$ cat src/rtl/rspc_pkg.sv
// shared types and constants of the rotary stepper position controller
`default_nettype none

package rspc_pkg;

  typedef enum logic [2:0] {
    MODE_IDLE = 3'd0,
    MODE_MOVE = 3'd1,
    MODE_HOME = 3'd2,
    MODE_LED  = 3'd3,
    MODE_TURN = 3'd4
  } mode_t;

  localparam logic [2:0] OP_TICK = 3'd0;
  localparam logic [2:0] OP_MOVE = 3'd1;
  localparam logic [2:0] OP_HOME = 3'd2;
  localparam logic [2:0] OP_LED  = 3'd3;
  localparam logic [2:0] OP_TURN = 3'd4;

  localparam int SPT_W   = 13;
  localparam int LED_W   = 12;
  localparam int OVS_W   = 8;
  localparam int LIMIT_W = 13;
  localparam int HP_W    = 16;
  localparam int CFG_W   = 13;
  localparam int CFG_IDX_W = 2;

  localparam logic [CFG_IDX_W-1:0] CFG_STEPS_PER_TURN    = 2'd0;
  localparam logic [CFG_IDX_W-1:0] CFG_LED_PITCH_STEPS   = 2'd1;
  localparam logic [CFG_IDX_W-1:0] CFG_HOME_OVERSHOOT    = 2'd2;
  localparam logic [CFG_IDX_W-1:0] CFG_HOME_SEARCH_LIMIT = 2'd3;

  localparam logic [SPT_W-1:0]   SPT_RESET   = 13'd1600;
  localparam logic [LED_W-1:0]   LED_RESET   = 12'd34;
  localparam logic [OVS_W-1:0]   OVS_RESET   = 8'd10;
  localparam logic [LIMIT_W-1:0] LIMIT_RESET = 13'd1610;

endpackage

`default_nettype wire

$ cat src/rtl/rspc_move_plan.sv
// shortest-way move planning and wrapped led advance target
`default_nettype none

module rspc_move_plan #(
  parameter int POS_BITS = 12,
  parameter int SL_W     = 13
) (
  input  wire logic [POS_BITS-1:0]            cur_pos,
  input  wire logic [POS_BITS-1:0]            target,
  input  wire logic [rspc_pkg::SPT_W-1:0]     steps_per_turn,
  input  wire logic [rspc_pkg::LED_W-1:0]     led_pitch_steps,
  output logic                                move_dir_cw,
  output logic [SL_W-1:0]                     move_steps,
  output logic [POS_BITS-1:0]                 led_target
);

  localparam int W = (POS_BITS > rspc_pkg::SPT_W) ? POS_BITS : rspc_pkg::SPT_W;

  logic [W-1:0] cp_w;
  logic [W-1:0] tg_w;
  logic [W-1:0] spt_w;
  logic [W-1:0] half_w;
  logic [W-1:0] dist_w;
  logic [W-1:0] steps_w;
  logic [W:0]   sum_w;
  logic [W:0]   wrap_w;
  logic         below;
  logic         shorter;

  assign cp_w   = W'(cur_pos);
  assign tg_w   = W'(target);
  assign spt_w  = W'(steps_per_turn);
  assign half_w = spt_w >> 1;
  assign below  = cp_w < tg_w;
  assign dist_w = below ? (tg_w - cp_w) : (cp_w - tg_w);
  assign shorter = dist_w < half_w;

  always_comb begin
    if (shorter) begin
      steps_w = dist_w;
    end else if (spt_w > dist_w) begin
      steps_w = spt_w - dist_w;
    end else begin
      steps_w = '0;
    end
  end

  assign move_dir_cw = below ? shorter : !shorter;
  assign move_steps  = SL_W'(steps_w);

  // led advance wraps once around the circle
  assign sum_w  = (W+1)'(cur_pos) + (W+1)'(led_pitch_steps);
  assign wrap_w = (sum_w >= (W+1)'(steps_per_turn)) ? (sum_w - (W+1)'(steps_per_turn)) : sum_w;
  assign led_target = wrap_w[POS_BITS-1:0];

endmodule

`default_nettype wire

$ cat src/rtl/rotary_stepper_position_controller.sv
// top level: step/direction controller with moves, homing, led advance and full turns
`default_nettype none

// One input word is one timing tick and yields exactly one output word showing the
// state after that tick. Each tick passes through combinational logic between the
// controller state registers and the output register, so a word is accepted every
// clock; in_stall rises only while the output register holds a word that the sink
// stalls. Commands (op) are taken only while idle; each step is high for
// half_period ticks and low for half_period ticks, counted in ticks, not clocks.
// Configuration writes are expected only while no command runs.
module rotary_stepper_position_controller #(
  parameter int POS_BITS   = 12,
  parameter int TIMER_BITS = 16
) (
  input  wire logic                              clk,
  input  wire logic                              rst_n,

  input  wire logic                              cfg_we,
  input  wire logic [rspc_pkg::CFG_IDX_W-1:0]    cfg_index,
  input  wire logic [rspc_pkg::CFG_W-1:0]        cfg_data,

  input  wire logic                              in_valid,
  output logic                                   in_stall,
  input  wire logic [2:0]                        in_op,
  input  wire logic [POS_BITS-1:0]               in_target_position,
  input  wire logic [rspc_pkg::HP_W-1:0]         in_half_period,
  input  wire logic                              in_turn_clockwise,
  input  wire logic                              in_home_switch,

  output logic                                   out_valid,
  input  wire logic                              out_stall,
  output logic                                   out_step_level,
  output logic                                   out_dir_clockwise,
  output logic                                   out_driver_enabled,
  output logic                                   out_busy_res,
  output logic [POS_BITS-1:0]                    out_position,
  output logic                                   out_done_res,
  output logic                                   out_home_failed
);

  localparam int SL_W = (POS_BITS + 1 > rspc_pkg::SPT_W) ? POS_BITS + 1 : rspc_pkg::SPT_W;

  // configuration
  logic [rspc_pkg::SPT_W-1:0]   spt_r;
  logic [rspc_pkg::LED_W-1:0]   led_r;
  logic [rspc_pkg::OVS_W-1:0]   ovs_r;
  logic [rspc_pkg::LIMIT_W-1:0] limit_r;

  // controller state
  rspc_pkg::mode_t              mode_r, mode_nxt;
  logic [POS_BITS-1:0]          pos_r, pos_nxt;
  logic [SL_W-1:0]              steps_r, steps_nxt;
  logic [TIMER_BITS-1:0]        timer_r, timer_nxt;
  logic                         step_high_r, step_high_nxt;
  logic                         dir_r, dir_nxt;
  logic [TIMER_BITS-1:0]        lhp_r, lhp_nxt;
  logic [POS_BITS-1:0]          ltgt_r, ltgt_nxt;
  logic                         fail_r, fail_nxt;
  logic                         done_nxt;

  logic                         out_valid_r;
  logic                         take;

  logic [TIMER_BITS-1:0]        hp_tb;
  logic [TIMER_BITS-1:0]        hp_new;
  logic [SL_W-1:0]              budget;
  logic [SL_W-1:0]              steps_dec;
  logic                         plan_dir;
  logic [SL_W-1:0]              plan_steps;
  logic [POS_BITS-1:0]          led_target;

  assign in_stall = out_valid_r && out_stall;
  assign take     = in_valid && !in_stall;
  assign out_valid = out_valid_r;

  always_ff @(posedge clk) begin
    if (!rst_n) begin
      spt_r   <= rspc_pkg::SPT_RESET;
      led_r   <= rspc_pkg::LED_RESET;
      ovs_r   <= rspc_pkg::OVS_RESET;
      limit_r <= rspc_pkg::LIMIT_RESET;
    end else if (cfg_we) begin
      unique case (cfg_index)
        rspc_pkg::CFG_STEPS_PER_TURN:    spt_r   <= cfg_data[rspc_pkg::SPT_W-1:0];
        rspc_pkg::CFG_LED_PITCH_STEPS:   led_r   <= cfg_data[rspc_pkg::LED_W-1:0];
        rspc_pkg::CFG_HOME_OVERSHOOT:    ovs_r   <= cfg_data[rspc_pkg::OVS_W-1:0];
        rspc_pkg::CFG_HOME_SEARCH_LIMIT: limit_r <= cfg_data[rspc_pkg::LIMIT_W-1:0];
        default: ;
      endcase
    end
  end

  rspc_move_plan #(
    .POS_BITS (POS_BITS),
    .SL_W     (SL_W)
  ) u_plan (
    .cur_pos         (pos_r),
    .target          (in_target_position),
    .steps_per_turn  (spt_r),
    .led_pitch_steps (led_r),
    .move_dir_cw     (plan_dir),
    .move_steps      (plan_steps),
    .led_target      (led_target)
  );

  assign hp_tb  = TIMER_BITS'(in_half_period);
  assign hp_new = (hp_tb == '0) ? TIMER_BITS'(1) : hp_tb;
  assign budget = (pos_r != '0) ? (SL_W'(pos_r) + SL_W'(ovs_r)) : SL_W'(limit_r);
  assign steps_dec = (steps_r != '0) ? (steps_r - SL_W'(1)) : steps_r;

  always_comb begin
    mode_nxt      = mode_r;
    pos_nxt       = pos_r;
    steps_nxt     = steps_r;
    timer_nxt     = timer_r;
    step_high_nxt = step_high_r;
    dir_nxt       = dir_r;
    lhp_nxt       = lhp_r;
    ltgt_nxt      = ltgt_r;
    fail_nxt      = fail_r;
    done_nxt      = 1'b0;
    if (mode_r == rspc_pkg::MODE_IDLE) begin
      unique case (in_op)
        rspc_pkg::OP_MOVE: begin
          lhp_nxt  = hp_new;
          ltgt_nxt = in_target_position;
          dir_nxt  = plan_dir;
          if (plan_steps == '0) begin
            pos_nxt  = in_target_position;
            done_nxt = 1'b1;
          end else begin
            mode_nxt      = rspc_pkg::MODE_MOVE;
            steps_nxt     = plan_steps;
            step_high_nxt = 1'b1;
            timer_nxt     = hp_new - TIMER_BITS'(1);
          end
        end
        rspc_pkg::OP_HOME: begin
          lhp_nxt  = hp_new;
          fail_nxt = 1'b0;
          dir_nxt  = 1'b0;
          if (in_home_switch) begin
            pos_nxt  = '0;
            done_nxt = 1'b1;
          end else if (budget == '0) begin
            fail_nxt = 1'b1;
            done_nxt = 1'b1;
          end else begin
            mode_nxt      = rspc_pkg::MODE_HOME;
            steps_nxt     = budget;
            step_high_nxt = 1'b1;
            timer_nxt     = hp_new - TIMER_BITS'(1);
          end
        end
        rspc_pkg::OP_LED: begin
          lhp_nxt  = hp_new;
          ltgt_nxt = led_target;
          dir_nxt  = 1'b1;
          if (led_r == '0) begin
            pos_nxt  = led_target;
            done_nxt = 1'b1;
          end else begin
            mode_nxt      = rspc_pkg::MODE_LED;
            steps_nxt     = SL_W'(led_r);
            step_high_nxt = 1'b1;
            timer_nxt     = hp_new - TIMER_BITS'(1);
          end
        end
        rspc_pkg::OP_TURN: begin
          lhp_nxt = hp_new;
          dir_nxt = in_turn_clockwise;
          if (spt_r == '0) begin
            done_nxt = 1'b1;
          end else begin
            mode_nxt      = rspc_pkg::MODE_TURN;
            steps_nxt     = SL_W'(spt_r);
            step_high_nxt = 1'b1;
            timer_nxt     = hp_new - TIMER_BITS'(1);
          end
        end
        default: ;
      endcase
    end else if (timer_r != '0) begin
      timer_nxt = timer_r - TIMER_BITS'(1);
    end else if (step_high_r) begin
      step_high_nxt = 1'b0;
      timer_nxt     = lhp_r - TIMER_BITS'(1);
    end else if ((mode_r == rspc_pkg::MODE_HOME && in_home_switch) || steps_dec == '0) begin
      // step finished and command completes
      if (mode_r == rspc_pkg::MODE_HOME) begin
        if (in_home_switch) begin
          pos_nxt = '0;
        end else begin
          fail_nxt = 1'b1;
        end
      end else if (mode_r == rspc_pkg::MODE_MOVE || mode_r == rspc_pkg::MODE_LED) begin
        pos_nxt = ltgt_r;
      end
      mode_nxt      = rspc_pkg::MODE_IDLE;
      step_high_nxt = 1'b0;
      steps_nxt     = '0;
      timer_nxt     = '0;
      done_nxt      = 1'b1;
    end else begin
      steps_nxt     = steps_dec;
      step_high_nxt = 1'b1;
      timer_nxt     = lhp_r - TIMER_BITS'(1);
    end
  end

  always_ff @(posedge clk) begin
    if (!rst_n) begin
      mode_r      <= rspc_pkg::MODE_IDLE;
      pos_r       <= '0;
      steps_r     <= '0;
      timer_r     <= '0;
      step_high_r <= 1'b0;
      dir_r       <= 1'b0;
      lhp_r       <= '0;
      ltgt_r      <= '0;
      fail_r      <= 1'b0;
    end else if (take) begin
      mode_r      <= mode_nxt;
      pos_r       <= pos_nxt;
      steps_r     <= steps_nxt;
      timer_r     <= timer_nxt;
      step_high_r <= step_high_nxt;
      dir_r       <= dir_nxt;
      lhp_r       <= lhp_nxt;
      ltgt_r      <= ltgt_nxt;
      fail_r      <= fail_nxt;
    end
  end

  // output word register
  always_ff @(posedge clk) begin
    if (!rst_n) begin
      out_valid_r <= 1'b0;
    end else if (take) begin
      out_valid_r <= 1'b1;
    end else if (!out_stall) begin
      out_valid_r <= 1'b0;
    end
  end

  always_ff @(posedge clk) begin
    if (take) begin
      out_step_level     <= step_high_nxt;
      out_dir_clockwise  <= dir_nxt;
      out_driver_enabled <= (mode_nxt != rspc_pkg::MODE_IDLE);
      out_busy_res       <= (mode_nxt != rspc_pkg::MODE_IDLE);
      out_position       <= pos_nxt;
      out_done_res       <= done_nxt;
      out_home_failed    <= fail_nxt;
    end
  end

endmodule

`default_nettype wire
$ cat config.mk
export PLATFORM = sky130hd
export DESIGN_NAME = rotary_stepper_position_controller
export DESIGN_NICKNAME = d
export VERILOG_FILES = /design/src/rtl/rspc_pkg.sv /design/src/rtl/rspc_move_plan.sv /design/src/rtl/rotary_stepper_position_controller.sv
export SDC_FILE = /design/constraint.sdc
export NUM_CORES = 1
export LEC_CHECK = 0
export ABC_CLOCK_PERIOD_IN_PS = 5700
export BUFFER_PORTS_ARGS = -buffer_cell sky130_fd_sc_hd__buf_2
export CAP_MARGIN = 15
export CORE_MARGIN = 3
export CORE_UTILIZATION = 40
export DETAILED_ROUTE_END_ITERATION = 10
export GPL_ROUTABILITY_DRIVEN = 0
export PLACE_DENSITY_LB_ADDON = 0.08
export SYNTH_ARGS = -nofsm -noshare
export SYNTH_HDL_FRONTEND = slang
export SYNTH_SLANG_ARGS = --single-unit
$ cat constraint.sdc
create_clock -name clk -period 5.7 [get_ports clk]
set_input_delay 0.57 -clock clk [delete_from_list [all_inputs] [get_ports clk]]
set_output_delay 0.57 -clock clk [all_outputs]
set_load 0.005 [all_outputs]
==> results.sh, run 1 <==
export IMPL_die_h_microns=183
export IMPL_multiInputGateArea_sq_um=9030
export IMPL_wirelength_microns=49500
export IMPL_path_depth=25
export IMPL_power_density_nw_per_um2=322
export IMPL_reg2reg_depth=25
export IMPL_antenna_cells=0
export IMPL_worst_path_buf_inv=6
export IMPL_cts_sinks=139
export IMPL_syn_mean_instance_area_sq_um=7.29
export IMPL_syn_nets=1868
export IMPL_fin_crit_sh_pct=95.7
export IMPL_ys_flop_type="dfxtp_1"
export IMPL_utilization_pct=48.9
export IMPL_cts_inserted_buffers=17
export IMPL_drtIter0Drc=1407
export IMPL_clk_pin_slew_ns=0.06
export IMPL_syn_to_final_growth_pct=19.8
export IMPL_hold_buffers=0
export IMPL_maxSlewHeadroom_pct=32.2
export IMPL_busiest_layer="met2"
export IMPL_dp_worst_setup_slack_ns=-0.344
export IMPL_finalSetupViolCount=0
export IMPL_ys_types=91
export IMPL_nNetsFinal=2020
export IMPL_slew_violations=0
export IMPL_sw_frac_of_total_pct=41.1
export IMPL_worst_path_most_repeated_cell="buf_4"
export IMPL_combPwrFrac_pct=49.9
export IMPL_dieArea_sq_um=33600
export IMPL_clockPowerShare_pct=26.8
export IMPL_crit_path_max_fanout=16
export IMPL_crit_family="compound AO/OA/AOI/OAI gates"
export IMPL_first_global_vias=13221
export IMPL_fill_cells=3115
export IMPL_boundaryPins=73
export IMPL_fin_ws_ns=0.248
export IMPL_drive_gt1_share_pct=17.9
export IMPL_max_freq_ghz=0.183
export IMPL_portBuffers=72
export IMPL_layout_commonest_cell="nand2_1"
export IMPL_cts_tree="built"
export IMPL_grt_antenna_before_repair=0
export IMPL_worstReg2RegEnd="timer_r[6]"
export IMPL_syn_area_sq_um=12600
export IMPL_clock_latency_ns=0.46
export IMPL_ys_ff_latch=139
export IMPL_holdPathStages=2
export IMPL_critPathMaxStageDelay_ns=0.38
export IMPL_final_seq_area_sq_um=2960
export IMPL_clk_path_buf_depth=2
export IMPL_slowest_stage="dfxtp_4"
export IMPL_mostFrequentLayoutCells="nand2_1, a21oi_1, buf_4, dfxtp_1, nor2_1"
export IMPL_arrival_ns=5.81
export IMPL_routed_via_count=14040
export IMPL_cp_start_kind="register"
export IMPL_first_pass_iters=6
export IMPL_vias_per_cell=6.14
export IMPL_start_util_pct=40.8
export IMPL_crit_path_end_kind="register"
export IMPL_use_met2_pct=45.5
export IMPL_root_buffer="clkbuf_16"
export IMPL_async_reset_ff_share_pct=0
export IMPL_p_switching_w=0.00200
export IMPL_fin_skew_ns=0.0203
export IMPL_grt_ovfl_total=0
export IMPL_rows=64
export IMPL_r2r_start="pos_r[1]"
export IMPL_power_w=0.00486
export IMPL_vdd_drop_max_mv=0.222
export IMPL_p_leak_nw=6.22
export IMPL_power_internal_w=0.00286
export IMPL_use_met3_pct=5.72
export IMPL_netlist_instances=1727
export IMPL_critical_path_endpoint="timer_r[6]"
export IMPL_synth_edf_count=17
export IMPL_ys_warnings_count=0
export IMPL_synth_seq_area_share_pct=23.5
export IMPL_tightest_slew_ns=1.01
export IMPL_grt_pass1_wl_microns=75300
export IMPL_placeableCoreArea_sq_um=30800
export IMPL_use_met1_pct=38.3
export IMPL_die_x_microns=183
export IMPL_dpl_hpwl_microns=38300
export IMPL_htreeDepth=4
export IMPL_hold_class="in -> reg"
export IMPL_rrSetupSlack_ns=0.25
export IMPL_antenna_left=0
export IMPL_drc_errors=0
export IMPL_seqPwrFrac_pct=23.3
export IMPL_critPathRequiredTime_ns=6.05
export IMPL_critPathLaunch="pos_r[1]"
export IMPL_hold_viol_final=0
export IMPL_status="complete, no violations"
export IMPL_period_minus_slack_ns=5.45
export IMPL_postCtsSetupRepairBufs=0
export IMPL_grt_max_degree=47
export IMPL_worstSetupPathType="reg -> reg"
export IMPL_cap_viol_max_count=0
export IMPL_wire_per_inst_microns=21.6
export IMPL_gr_usage_all_layers_pct=28.7
## how the worst min path moves through the flow
stage,startpoint,slack (ns),endpoint
3_5_place_dp,ovs_r[7],0.45,ovs_r[7]
5_1_grt,in_valid,0.34,out_valid
6_report,in_valid,0.34,out_valid
2_1_floorplan,limit_r[7],0.43,limit_r[7]
4_1_cts,in_valid,0.32,out_valid
3_3_place_gp,dir_r,0.45,dir_r
## area by class of cell
| class | instances | area share [%] |
|---|---|---|
| multi-input combinational | 1400 | 59.8 |
| sequential | 139 | 19.6 |
| timing repair buffer | 233 | 10.6 |
| tap | 396 | 3.28 |
| clock buffer | 18 | 2.84 |
| inverter | 88 | 2.19 |
| clock inverter | 14 | 1.59 |
## through the flow
step / hold slack (ns) / instances / TNS [ns] / cell area [sq um]
after CTS: 0.324 / 2288 / 0 / 15000
after global routing: 0.338 / 2288 / -0.00205 / 15100
after detailed placement: 0.451 / 2256 / -7.61 / 14300
after floorplan: 0.432 / 1727 / 0 / 12600
final: 0.343 / 2288 / 0 / 15100
after global placement: 0.447 / 2256 / -1.81 / 14300
## sequential cells by signal, indices dropped and copies added, names as in the netlist, 3 cells and up
signal / count
ltgt_r: 12
ovs_r: 8
lhp_r: 16
steps_r: 13
spt_r: 13
mode_r: 3
pos_r: 12
timer_r: 16
out_position: 12
led_r: 12
limit_r: 13
## per-layer routing
| layer | up-vias | share of wire [%] |
|---|---|---|
| met2 | 625 | 45 |
| met1 | 6615 | 43 |
| met3 | 126 | 7.5 |
| met5 | - | 0 |
| met4 | 0 | 4.1 |
| li1 | 6674 | - |
## cell families (layout without fill, tap and decap cells)
group | count (synthesis) | in the layout | synth area share [%]
adder cells (fa/ha/maj) | 89 | 89 | 9.13
AO/OA/AOI/OAI | 565 | 565 | 29.7
flip-flops | 139 | 139 | 23.5
XOR/XNOR | 78 | 78 | 5.43
AND/OR/NAND/NOR | 650 | 650 | 24.8
buffers and inverters | 188 | 353 | 6.03
multiplexers | 18 | 18 | 1.47
## timing repair
action	4_1_cts	5_1_grt
resized for setup	3	28
endpoints found under the setup margin	2	58
endpoints found under the hold margin	0	0
cloned	0	0
pin swaps	0	3
## synthesized netlist by cell type, types with 20 or more instances
master / instances / area, sq um
nor3_1: 51 / 255
xnor2_1: 48 / 420
o221ai_1: 25 / 219
nand4_1: 35 / 219
a211oi_1: 21 / 158
clkbuf_1: 80 / 300
a31oi_1: 26 / 163
and2_1: 23 / 144
o21ai_0: 97 / 485
nor4_1: 30 / 188
nor2_1: 116 / 435
xor2_1: 30 / 263
dfxtp_1: 122 / 2440
nand2_1: 244 / 916
inv_1: 88 / 330
nand2b_1: 23 / 144
a21oi_1: 171 / 856
a21o_1: 20 / 150
ha_1: 83 / 1040
nand3_1: 39 / 195
## power groups by stage
| stage | registers (W) | logic (W) | clock network (W) |
|---|---|---|---|
| floorplan | 0.00114 | 0.00144 | 0 |
| global placement | 0.00115 | 0.00230 | 0 |
| detailed placement | 0.00115 | 0.00231 | 0 |
| CTS | 0.00113 | 0.00233 | 0.00132 |
| global route | 0.00114 | 0.00262 | 0.00136 |
| finish | 0.00113 | 0.00242 | 0.00130 |
No activity file was read; power rests on OpenSTA's default activity.
==> run 2, diff against run 1 <==
==> constraint.sdc (replaced) <==
create_clock -name clk -period 5.7 [get_ports clk]
set_input_delay 0 -clock clk [delete_from_list [all_inputs] [get_ports clk]]
set_output_delay 0 -clock clk [all_outputs]
set_load 0.005 [all_outputs]
==> run 2 against run 1 <==
Critical path depth decreased by 2. Wire length decreased by 1.8%. Design area decreased by 2.2%. Via count decreased by 2.4%. Worst hold slack got worse by 0.32 ns. Utilization decreased by 1.1 points. Combinational power decreased by 5%. Critical path type unchanged. Largest cell class unchanged.
==> results.sh, run 2 (synthesis results as in run 1) <==
export IMPL_status="complete, no violations"
export IMPL_syn_to_final_growth_pct=17.2
export IMPL_multiInputGateArea_sq_um=9020
export IMPL_grt_pass1_wl_microns=74500
export IMPL_r2r_start="pos_r[11]"
export IMPL_first_global_vias=13006
export IMPL_cp_cell_sequence="ha_1 > and3_4 > a211oi_2 > and2_1 > buf_4 > buf_4 > nand3_1 > a32oi_2 > xnor2_2 > ha_1 > a211o_1 > a2111oi_0 > nand2_1 > a41oi_1 > nand2_2 > a41oi_2 > a31oi_2 > buf_4 > and2_1 > buf_12 > a21oi_2 > o21ai_1 > a31oi_1"
export IMPL_fin_ws_ns=0.253
export IMPL_hold_ws_ns=0.0213
export IMPL_route_met2_wl_microns=21700
export IMPL_min_to="ltgt_r[5]"
export IMPL_worstSetupPathType="reg -> reg"
export IMPL_wirelength_microns=48600
export IMPL_p_leak_nw=5.96
export IMPL_antenna_left=0
export IMPL_dp_worst_setup_slack_ns=-0.122
export IMPL_hold_class="in -> reg"
export IMPL_hold_viol_final=0
export IMPL_cts_sinks=139
export IMPL_power_internal_w=0.00257
export IMPL_p_switching_w=0.00197
export IMPL_grt_ovfl_total=0
export IMPL_rrSetupSlack_ns=0.25
export IMPL_die_h_microns=183
export IMPL_wire_per_inst_microns=21.6
export IMPL_worst_path_most_repeated_cell="buf_4"
export IMPL_dpl_hpwl_microns=37400
export IMPL_antenna_cells=0
export IMPL_clk_path_buf_depth=2
export IMPL_boundaryPins=73
export IMPL_critPathMaxStageDelay_ns=0.38
export IMPL_hp_start="in_target_position[5]"
export IMPL_power_density_nw_per_um2=307
export IMPL_gr_usage_all_layers_pct=28.5
export IMPL_crit_path_end_kind="register"
export IMPL_period_minus_slack_ns=5.45
export IMPL_worst_path_buf_inv=4
export IMPL_fill_cells=3157
export IMPL_routed_via_count=13708
export IMPL_maxSlewHeadroom_pct=33.3
export IMPL_place_area_sq_um=13700
export IMPL_max_freq_ghz=0.184
export IMPL_drive_gt1_share_pct=14.8
export IMPL_top_regs="lhp_r x16, timer_r x16"
export IMPL_drt_met1_wl_microns=21100
export IMPL_slew_violations=0
export IMPL_htreeDepth=4
export IMPL_sw_frac_of_total_pct=43.4
export IMPL_cts_tree="built"
export IMPL_final_seq_area_sq_um=2950
export IMPL_combPwrFrac_pct=51.0
export IMPL_dr_wl_met3_microns=3700
export IMPL_portBuffers=72
export IMPL_clockPowerShare_pct=24.1
export IMPL_top_layer_used="met5"
export IMPL_layout_commonest_cell="nand2_1"
export IMPL_fin_crit_sh_pct=95.6
export IMPL_crit_family="compound AO/OA/AOI/OAI gates"
export IMPL_vias_per_cell=6.08
export IMPL_slowest_stage="a2111oi_0"
export IMPL_holdPathStages=5
export IMPL_fin_skew_ns=0.00988
export IMPL_cts_inserted_buffers=17
export IMPL_seqPwrFrac_pct=24.9
export IMPL_grt_max_degree=68
export IMPL_clk_pin_slew_ns=0.07
export IMPL_first_pass_iters=6
export IMPL_nNetsFinal=1985
export IMPL_crit_path_max_fanout=11
export IMPL_start_util_pct=40.8
export IMPL_cap_viol_max_count=0
export IMPL_die_x_microns=183
export IMPL_clock_latency_ns=0.46
export IMPL_grt_antenna_before_repair=1
export IMPL_cp_start_kind="register"
export IMPL_drc_errors=0
export IMPL_finalSetupViolCount=0
export IMPL_rows=64
export IMPL_placeableCoreArea_sq_um=30800
export IMPL_dieArea_sq_um=33600
export IMPL_arrival_ns=5.70
export IMPL_mostFrequentLayoutCells="nand2_1, a21oi_1, dfxtp_1, nor2_1, o21ai_0"
export IMPL_reg2reg_depth=23
export IMPL_critPathRequiredTime_ns=5.96
export IMPL_root_buffer="clkbuf_16"
export IMPL_postCtsSetupRepairBufs=0
export IMPL_utilization_pct=47.9
export IMPL_tightest_slew_ns=0.999
export IMPL_vdd_drop_max_mv=0.239
export IMPL_worstReg2RegEnd="out_position[9]"
export IMPL_drtIter0Drc=1692
export IMPL_final_design_area_no_fill_sq_um=14800
-- run 2: cell count changes in the layout (fill, tap and decap cells not counted), moves of 3 or more --
cell	before	now
buf_4	158	91
clkinvlp_4	0	4
dlygate4sd3_1	0	32
clkinv_4	3	0
o32ai_2	3	0
o32ai_1	8	11
bufinv_16	6	1
-- run 2: power by group through the flow --
stage	Clock (W)	Sequential (W)	Combinational [W]
5_1_grt	0.00115	0.00114	0.00251
4_1_cts	0.00111	0.00113	0.00223
2_1_floorplan	0	0.00114	0.00144
3_5_place_dp	0	0.00115	0.00219
3_3_place_gp	0	0.00115	0.00220
6_report	0.00109	0.00113	0.00231
-- run 2: worst min-delay path, cell delays in order --
cell and delay, ns:
buf_2 0.10, o21ai_0 0.09, a21oi_1 0.12, a21oi_1 0.05, nor2_1 0.07
-- run 2: layer usage --
layer / global-route usage (%) / vias up
met3: 6.49 / 117
met4: 12.7 / 2
met2: 45.0 / 545
li1: - / 6608
met1: 37.4 / 6436
met5: 0 / -
-- run 2: through the flow --
stage          power, W  setup TNS (ns)  instances
5_1_grt         0.00480          -0.147       2253
2_1_floorplan   0.00258               0       1727
3_3_place_gp    0.00335               0       2188
3_5_place_dp    0.00334          -0.659       2188
4_1_cts         0.00447               0       2252
6_report        0.00454               0       2253
-- run 2: final cells by class --
cell class                 instances  share of cell area, %
timing repair buffer             198                   9.53
tap                              396                   3.36
clock buffer                      19                   3.00
clock inverter                    13                  0.788
inverter                          88                   2.24
multi-input combinational       1400                   61.1
sequential                       139                   20.0
-- run 2: worst max path at each step --
stage,startpoint,slack [ns],cells after the start,to
after global routing,pos_r[0],-0.02,25,steps_r[10]
after floorplan,pos_r[1],0.08,23,out_step_level
after detailed placement,pos_r[0],-0.12,25,timer_r[0]
final,pos_r[11],0.25,23,out_position[9]
after global placement,pos_r[11],0.04,23,timer_r[1]
after CTS,pos_r[1],0.03,25,out_position[9]
-- run 2: what timing repair did --
action | 4_1_cts | 5_1_grt
endpoints found under the setup margin | 22 | 58
hold buffers | 32 | 0
gates resized for setup | 5 | 27
pin swaps | 0 | 6
endpoints found under the hold margin | 68 | 0
==> run 3, diff against run 2 <==
--- a/config.mk
+++ b/config.mk
@@ -10,8 +10,9 @@
 export CAP_MARGIN = 15
 export CORE_MARGIN = 3
-export CORE_UTILIZATION = 40
+export CORE_UTILIZATION = 45
 export DETAILED_ROUTE_END_ITERATION = 10
 export GPL_ROUTABILITY_DRIVEN = 0
 export PLACE_DENSITY_LB_ADDON = 0.08
+export SLEW_MARGIN = 5
 export SYNTH_ARGS = -nofsm -noshare
 export SYNTH_HDL_FRONTEND = slang
==> constraint.sdc (replaced) <==
create_clock -name clk -period 5.7 [get_ports clk]
set_input_delay 0 -clock clk [delete_from_list [all_inputs] [get_ports clk]]
set_output_delay 0 -clock clk [all_outputs]
set_load 0.01 [all_outputs]
==> run 3 against run 2 <==
Clock skew barely moved. Clock power grew 6%. Wire length decreased by 1.4%. Setup slack got worse by 0.0090 ns. Via count increased by 2.8%. Design area is 0.88% higher. Sequential power is essentially flat. Cell count fell by 0.71%. Non-clock buffer count rose by 8. Utilization grew 6.8 points. Critical path type unchanged. Largest power group unchanged. Highest routed layer is now met4.
==> results.sh, run 3 (synthesis results as in run 1) <==
export IMPL_rows=60
export IMPL_clk_pin_slew_ns=0.07
export IMPL_antenna_cells=0
export IMPL_final_seq_area_sq_um=2950
export IMPL_slew_violations=0
export IMPL_grt_max_degree=67
export IMPL_crit_path_max_fanout=18
export IMPL_wirelength_microns=48000
export IMPL_holdPathStages=3
export IMPL_first_global_vias=13085
export IMPL_cts_sinks=139
export IMPL_hold_class="in -> reg"
export IMPL_antenna_left=0
export IMPL_period_minus_slack_ns=5.46
export IMPL_drt_met1_wl_microns=20000
export IMPL_first_pass_iters=8
export IMPL_dpl_hpwl_microns=36300
export IMPL_worst_path_buf_inv=3
export IMPL_nNetsFinal=1993
export IMPL_power_density_nw_per_um2=311
export IMPL_p_leak_nw=6.03
export IMPL_htreeDepth=4
export IMPL_critPathRequiredTime_ns=6.01
export IMPL_status="complete, no violations"
export IMPL_critPathMaxStageDelay_ns=0.52
export IMPL_wire_per_inst_microns=21.4
export IMPL_drive_gt1_share_pct=15.5
export IMPL_cts_tree="built"
export IMPL_multiInputGateArea_sq_um=9090
export IMPL_routed_via_count=14093
export IMPL_layout_commonest_cell="nand2_1"
export IMPL_max_freq_ghz=0.183
export IMPL_drc_errors=0
export IMPL_finalSetupViolCount=0
export IMPL_gr_usage_all_layers_pct=30.7
export IMPL_cap_viol_max_count=0
export IMPL_fin_crit_sh_pct=95.7
export IMPL_rrSetupSlack_ns=0.24
export IMPL_dieArea_sq_um=30000
export IMPL_grt_ovfl_total=0
export IMPL_top_layer_used="met4"
export IMPL_hold_viol_final=0
export IMPL_vdd_drop_max_mv=0.246
export IMPL_clock_latency_ns=0.45
export IMPL_drtIter0Drc=1806
export IMPL_start_util_pct=46.2
export IMPL_cp_cell_sequence="ha_1 > nor2b_1 > o2111a_1 > o21ai_2 > buf_4 > a21oi_1 > nor3_1 > nand2b_1 > inv_1 > ha_1 > nand2_1 > nor2_1 > nand3_1 > a22oi_1 > nor3_4 > a21boi_1 > xor2_1 > nor4b_2 > a31oi_4 > buf_4 > nor3_1 > o21ai_1 > a31oi_1"
export IMPL_syn_to_final_growth_pct=18.3
export IMPL_vias_per_cell=6.30
export IMPL_grt_antenna_before_repair=0
export IMPL_boundaryPins=73
export IMPL_reg2reg_depth=23
export IMPL_top_regs="lhp_r x16, timer_r x16"
export IMPL_crit_path_end_kind="register"
export IMPL_tightest_slew_ns=1.24
export IMPL_portBuffers=72
export IMPL_die_h_microns=173
export IMPL_grt_pass1_wl_microns=73700
export IMPL_fill_cells=2712
export IMPL_arrival_ns=5.77
export IMPL_placeableCoreArea_sq_um=27300
export IMPL_cp_start_kind="register"
export IMPL_mostFrequentLayoutCells="nand2_1, a21oi_1, dfxtp_1, nor2_1, buf_4"
export IMPL_rsz0062_at_grt="false"
export IMPL_maxSlewHeadroom_pct=17.5
export IMPL_clk_path_buf_depth=2
export IMPL_root_buffer="clkbuf_16"
export IMPL_fin_skew_ns=0.0103
export IMPL_slowest_stage="nor4b_2"
export IMPL_dr_wl_met3_microns=4280
export IMPL_utilization_pct=54.6
export IMPL_cts_inserted_buffers=17
export IMPL_crit_family="compound AO/OA/AOI/OAI gates"
export IMPL_path_depth=23
export IMPL_setup_tns_ns=0
export IMPL_route_met2_wl_microns=21400
export IMPL_die_x_microns=173
export IMPL_worstSetupPathType="reg -> reg"
-- run 3: cell type report --
cell class / count / share of cell area, %
clock buffers: 18 / 3.02
clock inverters: 14 / 1.04
inverters: 88 / 2.22
multi-input cells: 1400 / 61.0
flip-flops and latches: 139 / 19.8
well taps: 372 / 3.13
repair buffers: 206 / 9.74
-- run 3: worst register-to-register path: stages, from the launching register on --
cell	delay, ns
dfxtp_2	0.34
ha_1	0.29
nor2b_1	0.16
o2111a_1	0.28
o21ai_2	0.16
buf_4	0.27
a21oi_1	0.11
nor3_1	0.18
nand2b_1	0.16
inv_1	0.06
ha_1	0.32
nand2_1	0.09
nor2_1	0.05
nand3_1	0.08
a22oi_1	0.13
nor3_4	0.33
a21boi_1	0.26
xor2_1	0.28
nor4b_2	0.52
a31oi_4	0.25
buf_4	0.21
nor3_1	0.17
o21ai_1	0.16
a31oi_1	0.44
-- run 3: through the flow --
stage	power, W	worst slack (ns)	hold WS (ns)	cells	instance area [sq um]
after floorplan	0.00259	0.0828	0.124	1727	12600
after global placement	0.00330	0.105	0.224	2169	13700
after detailed placement	0.00331	-0.0986	0.229	2169	13700
after CTS	0.00450	0.0219	0.00197	2233	14700
after global routing	0.00488	0.00424	0.0219	2237	14900
final	0.00463	0.244	0.0107	2237	14900
-- run 3: repair_timing --
| item | CTS | global route |
|---|---|---|
| pin swaps | 0 | 12 |
| setup endpoints to repair | 9 | 63 |
| gates resized for setup | 3 | 43 |
| buffers inserted | 0 | 4 |
| hold buffers | 32 | 0 |
| endpoints found under the hold margin | 66 | 0 |
-- run 3: path summary, 6_finish.rpt --
path	start	end
worst min register to register	ltgt_r[2]	ltgt_r[2]
worst max register to register	pos_r[1]	pos_r[6]
worst max-delay path	pos_r[1]	pos_r[6]
worst min-delay path	in_target_position[6]	ltgt_r[6]
-- run 3: per-layer routing --
| layer | GRT usage [%] | vias up |
|---|---|---|
| met4 | 14.0 | 0 |
| li1 | - | 6623 |
| met3 | 5.98 | 149 |
| met1 | 40.4 | 6604 |
| met5 | 0 | - |
| met2 | 48.9 | 717 |
-- run 3: power by group --
group	leakage (nW)	switching, W	internal, W
logic	4.57	0.00144	0.000894
registers	1.16	0.0000639	0.00107
clock network	0.291	0.000486	0.000677
